[src/sv/rs14_pkg.sv]
package rs14_pkg;

  // field widths
  localparam int unsigned ByteW   = 8;
  localparam int unsigned CandW   = 14;
  localparam int unsigned IdxW    = 8;
  localparam int unsigned ModW    = 15;
  localparam int unsigned TgtW    = 9;

  // group geometry: seven bytes cut into four candidates
  localparam int unsigned GroupLen = 7;
  localparam int unsigned NumCand  = 4;
  localparam int unsigned PosW     = 3;
  localparam int unsigned HeldW    = ByteW * (GroupLen - 1);
  localparam int unsigned WordW    = ByteW * GroupLen;

  // coefficient count
  localparam int unsigned MaxCoeffs = 256;
  localparam int unsigned CntW      = 9;

  // reset values of the registers
  localparam logic [ModW-1:0] ModulusReset = 15'd12289;
  localparam logic [TgtW-1:0] TargetReset  = 9'd256;

  localparam logic [PosW-1:0] LastPos = PosW'(GroupLen - 1);
  localparam logic [CntW-1:0] MaxCnt  = CntW'(MaxCoeffs);

  // register map: register index taken from paddr[2]
  typedef enum logic {
    RegModulus = 1'b0,
    RegTarget  = 1'b1
  } cfg_reg_e;

  typedef logic [CandW-1:0] cand_t;
  typedef logic [IdxW-1:0]  idx_t;

  // the candidates of one group with their accept flags
  typedef struct packed {
    logic [NumCand-1:0]  take;
    cand_t [NumCand-1:0] coef;
    idx_t  [NumCand-1:0] idx;
    logic [NumCand-1:0]  last;
  } bundle_t;

endpackage

[src/sv/rs14_if.sv]
// byte stream channel
interface rs14_in_if;
  logic       valid;
  logic       ready;
  logic [7:0] rand_byte;
  logic       buffer_end;
  logic       new_poly;

  modport source(output valid, rand_byte, buffer_end, new_poly, input ready);
  modport sink(input valid, rand_byte, buffer_end, new_poly, output ready);
endinterface

// coefficient channel
interface rs14_out_if;
  logic        valid;
  logic        ready;
  logic [13:0] coefficient;
  logic [7:0]  coeff_index;
  logic        last_coeff;

  modport source(output valid, coefficient, coeff_index, last_coeff, input ready);
  modport sink(input valid, coefficient, coeff_index, last_coeff, output ready);
endinterface

[src/sv/rejection_sampler_14bit.sv]
// the first coefficient of a group passes the result buffer, then the output register,
// after its seventh byte is taken; throughput: one byte per cycle but for closing-byte
// waits; one coefficient word per cycle leaves the result buffer while the output is free
// or ready; a closing byte waits only while the four-slot result buffer still holds words
// reset: asynchronous, active low; clears group, count and buffers, modulus 12289, target 256
module rejection_sampler_14bit (
  input  logic        clk_i,
  input  logic        rst_ni,
  rs14_in_if.sink     in_i,
  rs14_out_if.source  out_o,
  input  logic        psel,
  input  logic        penable,
  input  logic        pwrite,
  input  logic [2:0]  paddr,
  input  logic [31:0] pwdata,
  output logic [31:0] prdata,
  output logic        pready
);

  logic [rs14_pkg::ModW-1:0] modulus;
  logic [rs14_pkg::TgtW-1:0] target;
  logic                      busy, load;
  rs14_pkg::bundle_t         bundle;

  // configuration registers
  rs14_cfg u_cfg (
    .clk_i     (clk_i),
    .rst_ni    (rst_ni),
    .psel      (psel),
    .penable   (penable),
    .pwrite    (pwrite),
    .paddr     (paddr),
    .pwdata    (pwdata),
    .prdata    (prdata),
    .pready    (pready),
    .modulus_o (modulus),
    .target_o  (target)
  );

  // group assembly and candidate tests
  rs14_sampler u_sampler (
    .clk_i     (clk_i),
    .rst_ni    (rst_ni),
    .in_i      (in_i),
    .modulus_i (modulus),
    .target_i  (target),
    .busy_i    (busy),
    .load_o    (load),
    .bundle_o  (bundle)
  );

  // result buffer and output register
  rs14_outq u_outq (
    .clk_i    (clk_i),
    .rst_ni   (rst_ni),
    .load_i   (load),
    .bundle_i (bundle),
    .busy_o   (busy),
    .out_o    (out_o)
  );

  // a group never overwrites words still pending
  assert property (@(posedge clk_i) disable iff (!rst_ni) load |-> !busy)
    else $error("group loaded over pending words");

  // the byte side stalls only while the result buffer holds pending words
  assert property (@(posedge clk_i) disable iff (!rst_ni) !in_i.ready |-> busy)
    else $error("byte stall without pending words");

  // pending words reach the output register while it is free
  assert property (@(posedge clk_i) disable iff (!rst_ni)
    (busy && !out_o.valid) |=> out_o.valid)
    else $error("pending word not moved to output");

endmodule

[src/sv/rs14_cfg.sv]
module rs14_cfg (
  input  logic                      clk_i,
  input  logic                      rst_ni,
  input  logic                      psel,
  input  logic                      penable,
  input  logic                      pwrite,
  input  logic [2:0]                paddr,
  input  logic [31:0]               pwdata,
  output logic [31:0]               prdata,
  output logic                      pready,
  output logic [rs14_pkg::ModW-1:0] modulus_o,
  output logic [rs14_pkg::TgtW-1:0] target_o
);

  logic [rs14_pkg::ModW-1:0] modulus_q;
  logic [rs14_pkg::TgtW-1:0] target_q;
  rs14_pkg::cfg_reg_e        sel;
  logic                      wr_en;

  assign pready = 1'b1;
  assign sel    = rs14_pkg::cfg_reg_e'(paddr[2]);
  assign wr_en  = psel & penable & pwrite & pready;

  // register writes
  always_ff @(posedge clk_i or negedge rst_ni) begin
    if (!rst_ni) begin
      modulus_q <= rs14_pkg::ModulusReset;
      target_q  <= rs14_pkg::TargetReset;
    end else if (wr_en) begin
      unique case (sel)
        rs14_pkg::RegModulus: modulus_q <= pwdata[rs14_pkg::ModW-1:0];
        rs14_pkg::RegTarget:  target_q  <= pwdata[rs14_pkg::TgtW-1:0];
        default: ;
      endcase
    end
  end

  // read back
  always_comb begin
    unique case (sel)
      rs14_pkg::RegModulus: prdata = 32'(modulus_q);
      rs14_pkg::RegTarget:  prdata = 32'(target_q);
      default:              prdata = '0;
    endcase
  end

  assign modulus_o = modulus_q;
  assign target_o  = target_q;

endmodule

[src/sv/rs14_sampler.sv]
module rs14_sampler (
  input  logic                      clk_i,
  input  logic                      rst_ni,
  rs14_in_if.sink                   in_i,
  input  logic [rs14_pkg::ModW-1:0] modulus_i,
  input  logic [rs14_pkg::TgtW-1:0] target_i,
  input  logic                      busy_i,
  output logic                      load_o,
  output rs14_pkg::bundle_t         bundle_o
);

  logic [rs14_pkg::HeldW-1:0] group_q, group_d, group_eff;
  logic [rs14_pkg::PosW-1:0]  pos_q, pos_d, pos_eff;
  logic [rs14_pkg::CntW-1:0]  count_q, count_d, count_eff;
  logic [rs14_pkg::CntW-1:0]  tgt;
  logic [rs14_pkg::WordW-1:0] word;
  logic [rs14_pkg::CntW-1:0]  run [rs14_pkg::NumCand+1];
  logic                       accept, complete, closing;
  rs14_pkg::bundle_t          bundle;

  // a closing byte needs the result buffer free
  assign in_i.ready = (pos_q != rs14_pkg::LastPos) || !busy_i;
  assign accept     = in_i.valid & in_i.ready;

  // target saturates at the polynomial size
  assign tgt = (target_i > rs14_pkg::MaxCnt) ? rs14_pkg::MaxCnt : target_i;

  // new polynomial clears count and group ahead of the byte
  assign group_eff = in_i.new_poly ? '0 : group_q;
  assign pos_eff   = in_i.new_poly ? '0 : pos_q;
  assign count_eff = in_i.new_poly ? '0 : count_q;
  assign complete  = count_eff >= tgt;
  assign closing   = !complete && (pos_eff == rs14_pkg::LastPos);

  assign word = {in_i.rand_byte, group_eff};

  // candidate tests in order, count running through the group
  always_comb begin
    bundle = '0;
    run[0] = count_eff;
    for (int k = 0; k < rs14_pkg::NumCand; k++) begin
      bundle.coef[k] = word[k*rs14_pkg::CandW +: rs14_pkg::CandW];
      bundle.take[k] = (rs14_pkg::ModW'(bundle.coef[k]) < modulus_i) && (run[k] < tgt);
      bundle.idx[k]  = run[k][rs14_pkg::IdxW-1:0];
      bundle.last[k] = (run[k] + rs14_pkg::CntW'(1)) == tgt;
      run[k+1]       = run[k] + rs14_pkg::CntW'(bundle.take[k]);
    end
  end

  // next group state
  always_comb begin
    group_d = group_q;
    pos_d   = pos_q;
    count_d = count_q;
    if (accept) begin
      priority if (complete) begin
        group_d = group_eff;
        pos_d   = pos_eff;
        count_d = count_eff;
      end else if (closing) begin
        group_d = '0;
        pos_d   = '0;
        count_d = run[rs14_pkg::NumCand];
      end else begin
        count_d = count_eff;
        if (in_i.buffer_end) begin
          group_d = '0;
          pos_d   = '0;
        end else begin
          group_d = group_eff |
                    (rs14_pkg::HeldW'(in_i.rand_byte) << (rs14_pkg::ByteW * pos_eff));
          pos_d   = pos_eff + rs14_pkg::PosW'(1);
        end
      end
    end
  end

  // state registers
  always_ff @(posedge clk_i or negedge rst_ni) begin
    if (!rst_ni) begin
      group_q <= '0;
      pos_q   <= '0;
      count_q <= '0;
    end else begin
      group_q <= group_d;
      pos_q   <= pos_d;
      count_q <= count_d;
    end
  end

  assign load_o   = accept & closing;
  assign bundle_o = bundle;

endmodule

[src/sv/rs14_outq.sv]
module rs14_outq (
  input  logic              clk_i,
  input  logic              rst_ni,
  input  logic              load_i,
  input  rs14_pkg::bundle_t bundle_i,
  output logic              busy_o,
  rs14_out_if.source        out_o
);

  logic [rs14_pkg::NumCand-1:0] mask_q, mask_d;
  rs14_pkg::cand_t [rs14_pkg::NumCand-1:0] coef_q;
  rs14_pkg::idx_t  [rs14_pkg::NumCand-1:0] idx_q;
  logic [rs14_pkg::NumCand-1:0] last_q;
  logic                         ov_q, ov_d, advance;
  rs14_pkg::cand_t              coef_q_o, coef_d_o;
  rs14_pkg::idx_t               idx_q_o, idx_d_o;
  logic                         last_q_o, last_d_o;

  assign busy_o  = mask_q != '0;
  assign advance = !ov_q || out_o.ready;

  // pop the lowest pending slot into the output register
  always_comb begin
    mask_d   = mask_q;
    ov_d     = ov_q;
    coef_d_o = coef_q_o;
    idx_d_o  = idx_q_o;
    last_d_o = last_q_o;
    if (advance) begin
      ov_d = 1'b0;
      for (int k = rs14_pkg::NumCand - 1; k >= 0; k--) begin
        if (mask_q[k]) begin
          ov_d     = 1'b1;
          coef_d_o = coef_q[k];
          idx_d_o  = idx_q[k];
          last_d_o = last_q[k];
        end
      end
      mask_d = mask_q & (mask_q - rs14_pkg::NumCand'(1));
    end
    if (load_i) begin
      mask_d = bundle_i.take;
    end
  end

  // control registers
  always_ff @(posedge clk_i or negedge rst_ni) begin
    if (!rst_ni) begin
      mask_q <= '0;
      ov_q   <= 1'b0;
    end else begin
      mask_q <= mask_d;
      ov_q   <= ov_d;
    end
  end

  // payload registers
  always_ff @(posedge clk_i) begin
    if (load_i) begin
      coef_q <= bundle_i.coef;
      idx_q  <= bundle_i.idx;
      last_q <= bundle_i.last;
    end
    coef_q_o <= coef_d_o;
    idx_q_o  <= idx_d_o;
    last_q_o <= last_d_o;
  end

  assign out_o.valid       = ov_q;
  assign out_o.coefficient = coef_q_o;
  assign out_o.coeff_index = idx_q_o;
  assign out_o.last_coeff  = last_q_o;

endmodule
[src/flat_wrapper.sv]
// flat-port wrapper written by rule: the top's interface ports become plain ports
module rejection_sampler_14bit_flat 
  (clk_i, rst_ni, psel, penable, pwrite, paddr, pwdata, prdata, pready, in_i_valid, in_i_rand_byte, in_i_buffer_end, in_i_new_poly, in_i_ready, out_o_valid, out_o_coefficient, out_o_coeff_index, out_o_last_coeff, out_o_ready);
  rs14_in_if in_i_i ();
  rs14_out_if out_o_i ();
  input  logic clk_i;
  input  logic rst_ni;
  input  logic psel;
  input  logic penable;
  input  logic pwrite;
  input  logic [2:0] paddr;
  input  logic [31:0] pwdata;
  output logic [31:0] prdata;
  output logic pready;
  input wire logic [$bits(in_i_i.valid)-1:0] in_i_valid;
  input wire logic [$bits(in_i_i.rand_byte)-1:0] in_i_rand_byte;
  input wire logic [$bits(in_i_i.buffer_end)-1:0] in_i_buffer_end;
  input wire logic [$bits(in_i_i.new_poly)-1:0] in_i_new_poly;
  output wire logic [$bits(in_i_i.ready)-1:0] in_i_ready;
  output wire logic [$bits(out_o_i.valid)-1:0] out_o_valid;
  output wire logic [$bits(out_o_i.coefficient)-1:0] out_o_coefficient;
  output wire logic [$bits(out_o_i.coeff_index)-1:0] out_o_coeff_index;
  output wire logic [$bits(out_o_i.last_coeff)-1:0] out_o_last_coeff;
  input wire logic [$bits(out_o_i.ready)-1:0] out_o_ready;
  assign in_i_i.valid = in_i_valid;
  assign in_i_i.rand_byte = in_i_rand_byte;
  assign in_i_i.buffer_end = in_i_buffer_end;
  assign in_i_i.new_poly = in_i_new_poly;
  assign in_i_ready = in_i_i.ready;
  assign out_o_valid = out_o_i.valid;
  assign out_o_coefficient = out_o_i.coefficient;
  assign out_o_coeff_index = out_o_i.coeff_index;
  assign out_o_last_coeff = out_o_i.last_coeff;
  assign out_o_i.ready = out_o_ready;
  rejection_sampler_14bit u_core (.clk_i(clk_i), .rst_ni(rst_ni), .in_i(in_i_i), .out_o(out_o_i), .psel(psel), .penable(penable), .pwrite(pwrite), .paddr(paddr), .pwdata(pwdata), .prdata(prdata), .pready(pready));
endmodule
[config.mk]
export PLATFORM = sky130hd
export DESIGN_NAME = rejection_sampler_14bit_flat
export DESIGN_NICKNAME = d
export VERILOG_FILES = /design/src/sv/rs14_pkg.sv /design/src/sv/rs14_if.sv /design/src/sv/rejection_sampler_14bit.sv /design/src/sv/rs14_cfg.sv /design/src/sv/rs14_sampler.sv /design/src/sv/rs14_outq.sv /design/src/flat_wrapper.sv
export SDC_FILE = /design/constraint.sdc
export NUM_CORES = 1
export LEC_CHECK = 0
export BUFFER_PORTS_ARGS = -buffer_cell sky130_fd_sc_hd__buf_2
export CORE_MARGIN = 3
export CORE_UTILIZATION = 27
export CTS_CLUSTER_DIAMETER = 120
export DETAILED_ROUTE_END_ITERATION = 12
export PLACE_DENSITY_LB_ADDON = 0.12
export SYNTH_ARGS = -nofsm -noshare
export SYNTH_HDL_FRONTEND = slang
export SYNTH_SLANG_ARGS = --single-unit
[constraint.sdc]
create_clock -name clk_i -period 10.2 [get_ports clk_i]
set_input_delay 1.02 -clock clk_i [delete_from_list [all_inputs] [get_ports clk_i]]
set_output_delay 1.02 -clock clk_i [all_outputs]
set_load 0.01 [all_outputs]
==> summary by stage <==
Setup path
The setup path with the least slack is of type primary input to flop. Counting both buffers and inverters, the worst setup path holds a total of 3. The logic depth of the worst register-to-register path is between 50 and 60. STA puts the critical path data required time at 10.65 ns. The biggest cell delay along the critical path is roughly 0.4 ns. For the worst setup path, the data arrival time is ~10 ns.

The critical path launch point type is a primary input. The worst register-to-register path begins at u_core.u_cfg.target_o[8]. The worst register-to-register path has a setup slack of between 0.5 and 0.6 ns. The critical path startpoint is in_i_new_poly.

The kind of cell with the highest combined delay along the critical path is compound AO/OA/AOI/OAI gates. The standard cell with the maximum stage delay on the critical path is a2111oi_4. In this run the critical register-to-register path is captured at u_core.u_sampler.count_q[8]. The largest driver fanout on the critical path is 7. The cell occurring most often along the worst timing path is o21a_1. STA classifies the critical path endpoint as a flop.

Route
In this run, the number of DRC markers left after iteration 0 of detailed routing was roughly 420. For this run, design rule violations remaining after detail routing come to 0. The final routed wirelength across all metal layers is 39.4 mm. The first-pass iteration count of the detailed router is 4. The number of antenna-violating nets in the routed design is 0.

The via density per instance is about 4.7. The routed wirelength normalized by instance count is around 21 um. The number of vias after detailed routing is ~8800.

Cells and area
The layout-stage area growth over the synthesis result is 29.1%. For this run, the post-layout net count is 1440. The post-route standard cell area excluding fillers is 15300 sq um.

The finished layout holds ~1900 standard cells, fillers aside. 0 antenna diodes ended up in the layout. Cells with a size suffix above 1 make up around 30% of the layout.

STA
The worst path uses 95.5% of the clock period. The number of slew-limit violations in the final report came to 0. Across all hold checks on the routed design, the worst slack comes to between 0.4 and 0.5 ns. The transition time of the tightest slew-check pin is around 1.1 ns.

Setup repair after global routing could not meet its margin everywhere. The final critical delay including setup and external delays is around 9.7 ns. Setup violations remaining at the end of the flow were counted as 0. For this run, the top clock speed supported by timing is between 100 and 150 MHz. The worst setup skew after layout is roughly 0.016 ns. The relative max-transition margin is about 27%. The number of hold violations in the final report was 0.

GRT
Global routing consumed, on the met2 layer, approximately a quarter of the routing resources. Entering global routing, the biggest net connects 78 pins. The global-route total usage across every layer is between 10% and 20%. The met1 usage is between 20% and 30%. The via count of the first global-routing pass is between 8000 and 9000. For this run, global-route usage on met3 was measured as around 2.1%. The number of antenna violations at the first check in global routing came to 1.

The global-route wire length before repair is roughly 60 mm. Summed over all layers, the global routing overflow is 0. In this run the most used layer during global routing was met2.

Synthesis
The total number of yosys warnings is 0. Of the post-synthesis cell area, the dominant cell type holds between 20 and 30%. By area the synthesized netlist is led by edfxtp_1 29%, dfrtp_1 18%, ha_1 11%. By count the netlist is led by 115 x edfxtp_1, 102 x ha_1, 85 x dfrtp_1. Summed over all instances, the cell type with the most area after synthesis is edfxtp_1. Counting flops and latches in the post-synthesis netlist gives about 200. The post-synthesis instance area is approximately 12000 sq um. Synthesis handed over a netlist of between 1000 and 1500 instances.

Each instance of the synthesized netlist takes up on average 11.1 sq um. The post-synthesis cell type count is between 60 and 70. For this run, asynchronously set or reset flops after synthesis account for between 40% and 50%.

The sequential cell area fraction in the yosys report is between 40% and 50%. The synthesized design contains around 120 enable-type register cells. The most common flop cell mapped by yosys is edfxtp_1.

The leading cell type by number of instances after synthesis is edfxtp_1.

Min path
The cell count of the worst hold path is 1. For hold timing, the worst endpoint is u_core.u_sampler.group_q[9]. In this run the most critical hold path is launched from u_core.u_sampler.group_q[9].

The class of the most critical hold timing path is flop to flop.

Clocking
The clock passes through at most 3 buffers. The H-tree level count is 1. The number of clock sinks is between 200 and 250. The clock reaches the later pin of the worst-skew pair after approximately 0.57 ns.

The TritonCTS buffer count is 27. The tree is rooted in a clkbuf_16. The TritonCTS clock tree is yes. The clock-pin slew on the worst setup and hold paths is 0.05 ns.

Floorplanning
The area enclosed by the die boundary is between 40000 and 50000 sq um. The die height is 215 um. Once the floorplan was initialized, standard cells occupied 27.4% of the core. In this run the standard cell core region covers between 40000 and 50000 sq um.

The overall die width is about 220 um. The floorplan has between 70 and 80 rows. In this run the count of I/O pins placed on the die edge is 110.

Place
The count of input and output buffers is just over 70. After detailed placement, the total cell area comes to between 10000 and 15000 sq um. The congestion estimate from routability-driven global placement came to between 0.8 and 0.9. Detailed placement finished with a half-perimeter wire length of a little over 30 mm. Once placement completed, the tool counted placed cells totaling 1834.

Power
Power spread over the standard cell area amounts to 179 nW/um^2. The static leakage is around 0.0066 uW. Across the VDD grid, the largest voltage drop is around 110 uV.

Run status
The flow ran to the end, and the final reports show no timing, DRC or antenna violations.

Flow run
The max-capacitance violation count is 0.
-- cell families after synthesis --
family                   count (synthesis)  share of synthesized area (%)
AO/OA/AOI/OAI                          235                           13.2
XOR/XNOR                                74                           6.18
adder cells (fa/ha/maj)                102                           10.8
buffers and inverters                  109                           4.06
flip-flops                             204                           48.0
multiplexers                            51                           4.69
other                                    2                         0.0634
AND/OR/NAND/NOR                        290                           13.0
-- cell usage in the layout (no fill, tap or decap), types with 5 or more instances in the layout --
master / synthesis / final
a21oi_1: 46 / 43
nand3_1: 23 / 22
clkinv_2: 0 / 5
edfxtp_1: 115 / 115
inv_2: 9 / 8
nor2b_2: 0 / 6
xnor2_1: 47 / 45
o21ai_1: 2 / 5
clkbuf_16: 0 / 27
nor2_1: 59 / 56
bufinv_16: 0 / 5
a31oi_1: 6 / 5
inv_1: 39 / 38
xor2_1: 19 / 19
ha_4: 0 / 13
a22o_1: 55 / 55
conb_1: 2 / 18
ha_1: 102 / 86
buf_4: 19 / 163
mux2i_1: 24 / 23
dfrtp_1: 85 / 85
nor3_1: 9 / 8
nor4_1: 8 / 7
nand2b_1: 8 / 8
nand2_1: 66 / 64
buf_2: 1 / 70
and3_1: 9 / 8
nor2b_1: 66 / 56
mux2_2: 26 / 26
o21a_1: 32 / 32
a21o_1: 14 / 14
nand4_1: 10 / 10
o21ai_0: 58 / 52
-- sequential cells by signal, indices dropped and copies added, names as in the netlist --
signal	cells
u_core.u_sampler.group_q	48
u_core.u_sampler.pos_q	3
u_core.u_outq.mask_q	4
u_core.u_sampler.count_q	9
u_core.u_outq.out_o.valid	1
u_core.u_outq.idx_q	32
u_core.u_outq.out_o.last_coeff	1
u_core.u_outq.out_o.coefficient	14
u_core.u_outq.last_q	4
u_core.u_cfg.modulus_o	15
u_core.u_outq.out_o.coeff_index	8
u_core.u_cfg.target_o	9
u_core.u_outq.coef_q	56
-- layout make-up --
cell class | instances | area, sq um
fill | 4417 | 27900
multi-input combinational | 770 | 6120
sequential | 204 | 5690
timing repair buffer | 235 | 1610
tap | 585 | 732
clock buffer | 29 | 693
clock inverter | 21 | 273
inverter | 48 | 185
-- report_power, final --
group          internal [uW]  switching (uW)  leakage, uW
logic                    366             414      0.00386
clock network            627             403     0.000472
registers                910            24.2      0.00224
total                   1900             840      0.00657
-- timing repair --
action                     CTS  global route
setup endpoints to repair    2             9
setup buffers                0             8
pin swaps                    0            32
cloned                       0             0
hold buffers                 0             0
resized for setup            1            45
-- per-stage QoR --
stage	util (%)	setup TNS, ns	setup WS, ns	power, uW
after detailed placement	32.4	-3.67	-0.590	1700
after floorplan	-	-1.03	-0.380	1370
after CTS	34.7	0	0.0250	2750
after global routing	35.4	-0.187	-0.0895	2900
after global placement	32.4	-2.76	-0.460	1700
final	35.4	0	0.462	2740
-- how the worst max path moves through the flow --
stage	end	slack (ns)	cells after the start
floorplan	u_core.u_sampler.count_q[8]	-0.38	61
global placement	u_core.u_sampler.count_q[8]	-0.46	55
detailed placement	u_core.u_sampler.count_q[8]	-0.59	58
CTS	u_core.u_sampler.count_q[8]	0.03	60
global route	u_core.u_sampler.count_q[8]	-0.09	60
finish	u_core.u_sampler.count_q[8]	0.46	60
-- worst register-to-register path: cells and delay by family, from the launching register on --
kind | cells | cell delay (ns)
compound gates | 27 | 4.30
xor+xnor | 3 | 0.57
fa+ha+maj | 12 | 2.55
buf+inv | 2 | 0.14
flops | 1 | 0.37
simple gates | 14 | 1.57
-- per-layer routing --
metal	up-vias	part of all wire, %
met5	-	0
met4	0	2.0
met3	45	3.4
met2	166	43
met1	4317	52
li1	4307	-
No activity file was read; power rests on OpenSTA's default activity.
